--- src/sv/psu_pkg.sv ---
// Shared types, codes and helpers for the particle swarm update engine.
// No dependencies; psu_ctrl, psu_dp and the top level import this package.
package psu_pkg;

	localparam int MAX_PARTICLES_DEF = 64;
	localparam int MAX_DIMS_DEF = 16;
	localparam int CFG_IW = 2;
	localparam int DIM_LIMIT = 16;

	typedef enum logic [1:0] {
		REQ_LOAD = 2'd0,
		REQ_FIT  = 2'd1,
		REQ_READ = 2'd2,
		REQ_NONE = 2'd3
	} req_t;

	typedef enum logic [CFG_IW-1:0] {
		CFG_INERTIA = 2'd0,
		CFG_COGNITIVE = 2'd1,
		CFG_SOCIAL = 2'd2,
		CFG_DIMS = 2'd3
	} cfg_idx_t;

	localparam logic KIND_POS = 1'b0;
	localparam logic KIND_BEST = 1'b1;

	localparam logic signed [31:0] FIX_MAX = 32'sh7fff_ffff;
	localparam logic signed [31:0] FIX_MIN = 32'sh8000_0000;
	localparam logic signed [31:0] INERTIA_RST = 32'sd45875;
	localparam logic signed [31:0] COGNITIVE_RST = 32'sd98304;
	localparam logic signed [31:0] SOCIAL_RST = 32'sd98304;
	localparam logic [4:0] DIMS_RST = 5'd16;
	localparam logic signed [63:0] ROUND_HALF = 64'sd32768;

	typedef struct packed {
		logic clr;
		logic load;
		logic capture;
		logic pbrd;
		logic flags;
		logic rd;
		logic diff;
		logic mul;
		logic rnd;
		logic sum;
		logic emit;
		logic grd;
		logic gemit;
	} cmd_t;

	typedef struct packed {
		logic clr_done;
		logic is_load;
		logic is_fit;
		logic is_read;
		logic dim_last;
		logic out_busy;
	} sts_t;

	function automatic logic signed [31:0] sat32(input logic signed [63:0] v);
		logic signed [31:0] r;
		if (v > 64'(FIX_MAX)) begin
			r = FIX_MAX;
		end else if (v < 64'(FIX_MIN)) begin
			r = FIX_MIN;
		end else begin
			r = v[31:0];
		end
		return r;
	endfunction

endpackage

--- src/sv/psu_ctrl.sv ---
// Sequencer of the particle swarm update engine: one-hot state machine issuing commands.
// Depends on psu_pkg for the command and status structs.
module psu_ctrl import psu_pkg::*; (
	input  logic clk,
	input  logic arst_n,
	input  logic in_valid,
	output logic in_ready,
	input  sts_t sts,
	output cmd_t cmd
);

	typedef enum logic [11:0] {
		ST_CLEAR = 12'b0000_0000_0001,
		ST_IDLE  = 12'b0000_0000_0010,
		ST_PBRD  = 12'b0000_0000_0100,
		ST_FLAG  = 12'b0000_0000_1000,
		ST_RDA   = 12'b0000_0001_0000,
		ST_DIFF  = 12'b0000_0010_0000,
		ST_MUL   = 12'b0000_0100_0000,
		ST_RND   = 12'b0000_1000_0000,
		ST_SUM   = 12'b0001_0000_0000,
		ST_EMIT  = 12'b0010_0000_0000,
		ST_GRD   = 12'b0100_0000_0000,
		ST_GEMIT = 12'b1000_0000_0000
	} state_t;

	state_t state_q, state_d;

	always_ff @(posedge clk or negedge arst_n) begin
		if (!arst_n) begin
			state_q <= ST_CLEAR;
		end else begin
			state_q <= state_d;
		end
	end

	always_comb begin
		state_d = state_q;
		cmd = '0;
		in_ready = 1'b0;
		case (state_q)
			ST_CLEAR: begin
				cmd.clr = 1'b1;
				if (sts.clr_done) begin
					state_d = ST_IDLE;
				end
			end
			ST_IDLE: begin
				in_ready = 1'b1;
				if (in_valid) begin
					cmd.capture = 1'b1;
					cmd.load = sts.is_load;
					if (sts.is_fit) begin
						state_d = ST_PBRD;
					end else if (sts.is_read) begin
						state_d = ST_GRD;
					end
				end
			end
			ST_PBRD: begin
				cmd.pbrd = 1'b1;
				state_d = ST_FLAG;
			end
			ST_FLAG: begin
				cmd.flags = 1'b1;
				state_d = ST_RDA;
			end
			ST_RDA: begin
				cmd.rd = 1'b1;
				state_d = ST_DIFF;
			end
			ST_DIFF: begin
				cmd.diff = 1'b1;
				state_d = ST_MUL;
			end
			ST_MUL: begin
				cmd.mul = 1'b1;
				state_d = ST_RND;
			end
			ST_RND: begin
				cmd.rnd = 1'b1;
				state_d = ST_SUM;
			end
			ST_SUM: begin
				cmd.sum = 1'b1;
				state_d = ST_EMIT;
			end
			ST_EMIT: begin
				if (!sts.out_busy) begin
					cmd.emit = 1'b1;
					state_d = sts.dim_last ? ST_IDLE : ST_RDA;
				end
			end
			ST_GRD: begin
				cmd.grd = 1'b1;
				state_d = ST_GEMIT;
			end
			ST_GEMIT: begin
				if (!sts.out_busy) begin
					cmd.gemit = 1'b1;
					state_d = ST_IDLE;
				end
			end
			default: begin
				state_d = ST_CLEAR;
			end
		endcase
	end

endmodule

--- config.mk ---
export PLATFORM = sky130hd
export DESIGN_NAME = psu_ctrl
export DESIGN_NICKNAME = d
export VERILOG_FILES = /design/src/sv/psu_pkg.sv /design/src/sv/psu_ctrl.sv
export SDC_FILE = /design/constraint.sdc
export NUM_CORES = 1
export LEC_CHECK = 0
export ABC_AREA = 1
export BUFFER_PORTS_ARGS = -buffer_cell sky130_fd_sc_hd__buf_2
export CORE_MARGIN = 4
export CORE_UTILIZATION = 52
export DETAILED_ROUTE_END_ITERATION = 8
export HOLD_SLACK_MARGIN = 0.02
export PLACE_DENSITY = 0.78
export RECOVER_POWER = 25
export SYNTH_ARGS = -nofsm -noshare
export SYNTH_HDL_FRONTEND = slang
export SYNTH_SLANG_ARGS = --single-unit
--- constraint.sdc ---
create_clock -name clk -period 1.87 [get_ports clk]
set_clock_uncertainty 0.15 [all_clocks]
set_input_delay 0.374 -clock clk [delete_from_list [all_inputs] [get_ports clk]]
set_output_delay 0.374 -clock clk [all_outputs]
set_load 0.005 [all_outputs]
### After elaboration in Yosys (flattened, before gate mapping)

Index checks and enable logic that the tools add are counted.

* eq/ne operators: 17
* mux-type cells: 23
* reductions and logical operators: 1

Operator list (count)
* $pmux 12 s12: 1
* $mux 12: 6
* $mux 1: 13
* $eq 12x1->1 const B: 1
* $eq 12x10->1 const B: 1
* $eq 12x11->1 const B: 1
* $eq 12x12->1 const B: 1
* $eq 12x2->1 const B: 1
* $eq 12x3->1 const B: 1
* $eq 12x4->1 const B: 1
* $eq 12x5->1 const B: 1
* $eq 12x6->1 const B: 1
* $eq 12x7->1 const B: 1
* $eq 12x8->1 const B: 1
* $eq 12x9->1 const B: 1
* $ne 2x2->1 const B: 4
* $mux 5: 1
* $reduce_and 5->1: 1
* $mux 2: 2
* $ne 3x3->1 const B: 1

* register bits after elaboration: 12
* logic and storage cells: 42

### Logic depth before layout (Yosys ltp)

Gate-level depths: netlist of the first run.

* depth in word-level cells: 4
* gate-level depth with buffers: 10

### Worst setup path before layout of the first run

No wires, ideal clock.

* path kind: register to output
* from: register state_q[11]
* to: output cmd[11] in the netlist's numbering
* arrival time: 1.081 ns
* required time: 1.346 ns
* setup slack: 0.265 ns
* stages on the path, launching flop included: 6
* cells stage by stage: dfrtp_1 nor2_1 nand2_2 nor2_8 nand2_4 nor3b_1

RTL lines
* start, declared: RTL line psu_ctrl.sv:27 `state_t state_q, state_d;`
* start signal, assigned: RTL line psu_ctrl.sv:33 `state_q <= state_d;`
* end, declared: RTL line psu_ctrl.sv:9 `output cmd_t cmd`

==> results of run 1 <==
==> how the worst min path moves through the flow <==
stage,startpoint,endpoint,slack [ns],depth (start not counted)
after floorplan,arst_n,state_q[10],-0.07,0
after global placement,arst_n,state_q[8],0.12,1
after detailed placement,arst_n,state_q[7],0.12,1
after CTS,sts[1],state_q[4],0.24,4
after global routing,sts[3],state_q[2],0.25,3
final,sts[5],state_q[0],0.23,4
==> tightest hold or removal path, stage by stage <==
cell and delay, ns:
buf_2 0.07, inv_1 0.04, nand4_1 0.10, nand2_1 0.07
==> through the flow <==
| step | setup TNS, ns | power (uW) | worst slack (ns) | std cells | hold WS, ns |
|---|---|---|---|---|---|
| 5_1_grt | -2.28 | 1500 | -0.222 | 215 | 0.253 |
| 2_1_floorplan | 0 | 835 | 0.265 | 140 | -0.0716 |
| 6_report | -1.15 | 1400 | -0.143 | 215 | 0.235 |
| 4_1_cts | -0.729 | 1300 | -0.109 | 206 | 0.245 |
| 3_5_place_dp | 0 | 968 | 0.126 | 187 | 0.118 |
| 3_3_place_gp | 0 | 962 | 0.156 | 187 | 0.116 |
==> repair_timing <==
| action | 4_1_cts | 5_1_grt |
|---|---|---|
| endpoints found under the setup margin | 14 | 14 |
| hold endpoints to repair | 11 | 0 |
| pin swaps | 6 | 7 |
| gates resized for setup | 15 | 14 |
| buffers inserted | 14 | 9 |
| hold buffers | 1 | 0 |
==> synth_stat cells (all sizes together) <==
cell    instances
dfrtp          11
dfstp           1
inv            37
nand2          43
nand3           6
nand3b          1
nand4           2
nor2           27
nor3            6
nor3b           1
o21ai           5
==> power groups by stage <==
stage,logic (uW),registers [uW],clock network [uW]
2_1_floorplan,499,337,0
3_3_place_gp,621,341,0
3_5_place_dp,625,342,0
4_1_cts,785,339,173
5_1_grt,947,357,192
6_report,871,352,175
==> area by class of cell <==
class | instances | share of cell area, %
multi-input combinational | 91 | 41.8
sequential | 12 | 21.6
tap | 25 | 2.23
timing repair buffer | 46 | 22.5
inverter | 37 | 9.92
clock buffer | 4 | 1.88
==> layout by cell type (no fill, tap or decap), drive strengths merged <==
cell,count
clkbuf,5
nand3b,1
nand4,2
nand3,6
nor2,27
o21ai,5
dfrtp,11
nor3,6
dlygate4sd3,1
buf,44
inv,37
nand2,43
nor3b,1
dfstp,1
==> metal layers <==
metal / GRT usage, % / up-vias / wire length, um
met5: 0 / - / 0
met4: 9.87 / 0 / 27
met3: 4.37 / 3 / 184
met2: 40.3 / 49 / 1440
met1: 23.5 / 486 / 1170
li1: - / 512 / -
==> logic make-up after synthesis <==
family | count (synthesis)
compound gates | 5
flops | 12
buf+inv | 37
simple gates | 86
==> flow_summary_export.csv, run 1 <==
group,metric,value,unit
run_status,status,"complete, but fails checks",
run_status,violations,"negative setup slack",
yosys,netlist_top_cells_area,"dfrtp_1, inv_1, nand2_1, nand2_4, nor2_1",
cells_and_area,largest_register,"state_q",
detailed_routing,ant_nets,0,
yosys,syn-num-nets,149,
clock_network,htreeDepth,1,
yosys,yosys.area_share.adder,0,%
sta,hold_viol,0,
yosys,synth_simple_gate_area_share,51.6,%
pwr,swShare,45.7,%
pwr,clock_power_share,12.5,%
pwr,p_comb_share,62.3,%
detailed_routing,vias,1050,
placement,port_buffers,22,
setup_path,worstPathArrival,1.49,ns
yosys,ys.warnings.count,0,
clock_network,path_clk_slew,0.08,ns
cells_and_area,fillers,122,
pwr,internal_power,759,uW
placement,gp_congestion,0.819,
global_routing,grt_max_degree,13,
setup_path,endpoint,"cmd[5]",
placement,placed_area,1110,sq um
cells_and_area,multi_input_area,586,sq um
yosys,synthesis.area,968,sq um
setup_path,reg2reg_from,"state_q[5]",
yosys,synth_compound_area_share,2.97,%
setup_path,max_stage_delay,0.42,ns
sta,setup-violations-final,13,
pwr,leakage,0.000901,uW
global_routing,antenna_found_initial,0,
cells_and_area,stdcell_area,1400,sq um
floorplanning,die_area,2620,sq um
clock_network,cts.sinks,12,
setup_path,r2r-end,"state_q[4]",
setup_path,critPathCaptureType,"primary output",
sta,layout_setup_ws,-0.143,ns
setup_path,cp.required,1.35,ns
yosys,synth.distinct_cells,21,
clock_network,cts_buffers,3,
clock_network,insertion_delay,0.29,ns
sta,slew_headroom,54.1,%
pwr,power_switching,639,uW
setup_path,cp_max_fo,4,
detailed_routing,drc,0,
setup_path,critPathBufInv,3,
detailed_routing,viasPerCell,4.88,
placement,dp_hpwl,1.68,mm
setup_path,path_cells,"nor2_1, nand2_2, buf_6, nor2_4, nand2_1, inv_1, buf_2",
yosys,yosysTopAreaCellShare,28.4,%
setup_path,reg2reg_depth,13,
setup_path,crit_family,"simple AND/OR/NAND/NOR gates",
floorplanning,start_util,55.5,%
sta,min_period,2.01,ns
yosys,synth-seq-cells,12,
setup_path,critPathLaunchType,"register",
min_path,hp-class,"in2reg",
cells_and_area,syn_to_final_growth,44.6,%
sta,min_period_over_period,108,%
floorplanning,die_w,51.2,um
cells_and_area,layout-drive-gt1-share,48.4,%
cells_and_area,nets,200,
clock_network,clockBufferDepth,2,
cells_and_area,largest_reg_flops,12,
floorplanning,rows,15,
sta,slew_viol_final,0,
pwr,peakVddDrop,806,uV
yosys,seq_area_frac_synth,31.1,%
setup_path,crit_type,"reg2out",
yosys,syn_area_per_cell,6.92,sq um
yosys,synth_cells,140,
cells_and_area,seqCellArea,303,sq um
global_routing,grt_overflow,0,
sta,tightestPinTransition,0.689,ns
yosys,synth-xor-area-share,0,%
setup_path,rrSetupSlack,0.01,ns
detailed_routing,routed_wl,2.82,mm
detailed_routing,drt_first_iter_violations,35,
flow_run,drv_cap,0,
pwr,power.density,998,nW/um^2
yosys,synth.largest_area_cell,"dfrtp_1",
detailed_routing,first_pass_iters,4,
floorplanning,coreArea,1750,sq um
floorplanning,ios,23,
detailed_routing,wl_per_cell,13.1,um
global_routing,grt_pass1_vias,1002,
pwr,seq_power_share,25.2,%
cells_and_area,top_regs,"state_q x12",
setup_path,cp.depth,7,
clock_network,cts-root-buf,"clkbuf_4",
yosys,synth_top_family_by_area,"simple AND/OR/NAND/NOR gates",
sta,timing.fmax,497,MHz
yosys,synth.area.mux_share,0,%
cells_and_area,utilization,80.2,%
global_routing,grt_use_total,21.8,%
sta,rsz0062_at_grt,"true",
cells_and_area,antenna_cells,0,
global_routing,grt_pass1_wl,4.19,mm
clock_network,cts_tree,"built",
setup_path,critPathLaunch,"state_q[11]",
floorplanning,die_y,51.2,um
setup_path,cp_slowest_cell,"dfrtp_1",
Note: power is estimated with default switching activity, not from simulation.
==> run 2: changes to the inputs <==
Settings changed: CORE_UTILIZATION 52 to 56, PLACE_DENSITY 0.78 to 0.83.
Clock period 1.87 ns to 2.45 ns, I/O delays scaled along.
==> flow_summary_export.csv, run 2 (synthesis gave the netlist of run 1 again) <==
group,metric,value,unit
run_status,status,"finished clean",
cells_and_area,layout-drive-gt1-share,29.3,%
sta,min_period_over_period,90.0,%
cells_and_area,antenna_cells,0,
floorplanning,rows,14,
setup_path,max_stage_delay,0.41,ns
cells_and_area,largest_reg_flops,12,
setup_path,rrSetupSlack,0.84,ns
clock_network,cts.sinks,12,
sta,rsz0062_at_grt,"false",
sta,layout_setup_ws,0.246,ns
pwr,power.density,778,nW/um^2
clock_network,path_clk_slew,0.08,ns
floorplanning,ios,23,
detailed_routing,wl_per_cell,11.5,um
global_routing,grt_overflow,0,
setup_path,cp_slowest_cell,"dfrtp_1",
detailed_routing,highest_layer,"met4",
cells_and_area,layout_common_cells,"inv_1, nand2_1, buf_2, nor2_1, dfrtp_1",
setup_path,path_cells,"nor2_1, nand2_2, nor2_8, nand2_4, nor3b_1, buf_2",
cells_and_area,nets,177,
floorplanning,die_y,49.6,um
clock_network,post_cts_buffers,0,
pwr,peakVddDrop,493,uV
min_path,hp-class,"in2reg",
setup_path,crit_type,"reg2out",
floorplanning,start_util,61.4,%
cells_and_area,syn_to_final_growth,17.1,%
setup_path,crit_family,"simple AND/OR/NAND/NOR gates",
setup_path,cp_max_fo,7,
sta,whs,0.332,ns
clock_network,cts-hold-fix-buffers,1,
global_routing,grt_pass1_wl,3.71,mm
placement,port_buffers,22,
clock_network,clockBufferDepth,2,
sta,min_period,2.20,ns
floorplanning,coreArea,1580,sq um
setup_path,critPathBufInv,1,
clock_network,cts-root-buf,"clkbuf_4",
global_routing,grt_max_degree,13,
sta,setup-violations-final,0,
sta,hold_viol,0,
clock_network,htreeDepth,1,
flow_run,drv_cap,0,
global_routing,antenna_found_initial,0,
setup_path,critPathLaunchType,"register",
cells_and_area,top_regs,"state_q x12",
detailed_routing,wl_met2,1.07,mm
floorplanning,die_w,49.6,um
setup_path,critPathCaptureType,"primary output",
sta,slew_viol_final,0,
setup_path,worstPathArrival,1.56,ns
placement,dp_hpwl,1.74,mm
cells_and_area,fillers,139,
detailed_routing,viasPerCell,5.04,
pwr,leakage,0.000792,uW
global_routing,grt_pass1_vias,910,
sta,slew_headroom,55.8,%
clock_network,cts_tree,"built",
placement,gp_congestion,0.834,
clock_network,insertion_delay,0.29,ns
detailed_routing,drc,0,
sta,tns,0,ns
detailed_routing,wl_met3,115,um
detailed_routing,drt_first_iter_violations,17,
detailed_routing,met1_length,841,um
sta,timing.fmax,454,MHz
setup_path,cp.required,1.81,ns
detailed_routing,routed_wl,2.11,mm
detailed_routing,first_pass_iters,4,
cells_and_area,largest_register,"state_q",
placement,place_ws,0.578,ns
clock_network,post_cts_resized,0,
global_routing,grt_use_total,20.1,%
pwr,finalPower,882,uW
clock_network,cts_buffers,3,
floorplanning,die_area,2460,sq um
detailed_routing,vias,922,
sta,tightestPinTransition,0.663,ns
detailed_routing,ant_nets,0,
## run 2: changes by cell type in the layout (fill, tap and decap cells not counted), moves of 4 or more
cell     previous run  this run
nand2_2             6         1
inv_2               9         3
nand2_1            27        34
buf_4              20         0
nor2_1             14        18
buf_6               5         0
inv_1              28        34
## run 2: per-layer routing
metal / track usage, % / vias up
met2: 34.8 / 36
li1: - / 467
met5: 0 / -
met3: 2.71 / 6
met1: 22.0 / 413
met4: 15.2 / 0
## run 2: final cells by class
type / instances / area (sq um) / area share, %
Multi-Input combinational cell: 91 / 528 / 46.6
Sequential cell: 12 / 302 / 26.6
Inverter: 37 / 139 / 12.3
Timing Repair Buffer: 23 / 119 / 10.5
Clock buffer: 4 / 26.3 / 2.32
Tap cell: 16 / 20.0 / 1.77
## run 2: power breakdown
group | internal [uW] | switching [uW] | total [uW] | leakage, uW
combinational | 175 | 309 | 484 | 0.000616
clock | 63.4 | 75.9 | 139 | 0.0000150
sequential | 233 | 26.3 | 259 | 0.000162
## run 2: worst min-delay path, delay by kind of cell
| kind | cells | cell delay, ns |
|---|---|---|
| and+or+nand+nor | 1 | 0.05 |
| buffers and inverters | 2 | 0.20 |
## run 2: metrics by stage
| step | area (sq um) | utilization (%) | instances |
|---|---|---|---|
| after floorplan | 968 | - | 140 |
| final | 1130 | 71.9 | 183 |
| after global placement | 1100 | 69.7 | 178 |
| after global routing | 1130 | 71.9 | 183 |
| after detailed placement | 1100 | 69.7 | 178 |
| after CTS | 1130 | 72.0 | 183 |
## run 2: path summary, 6_finish.rpt
kind | start | end | cells past startpoint
max in group asynchronous | arst_n | state_q[1] | 2
worst min-delay path | sts[3] | state_q[2] | 3
worst min register to register | state_q[1] | state_q[1] | 2
min in group asynchronous | arst_n | state_q[6] | 2
worst max register to register | state_q[2] | state_q[1] | 10
worst max-delay path | state_q[9] | cmd[11] | 6
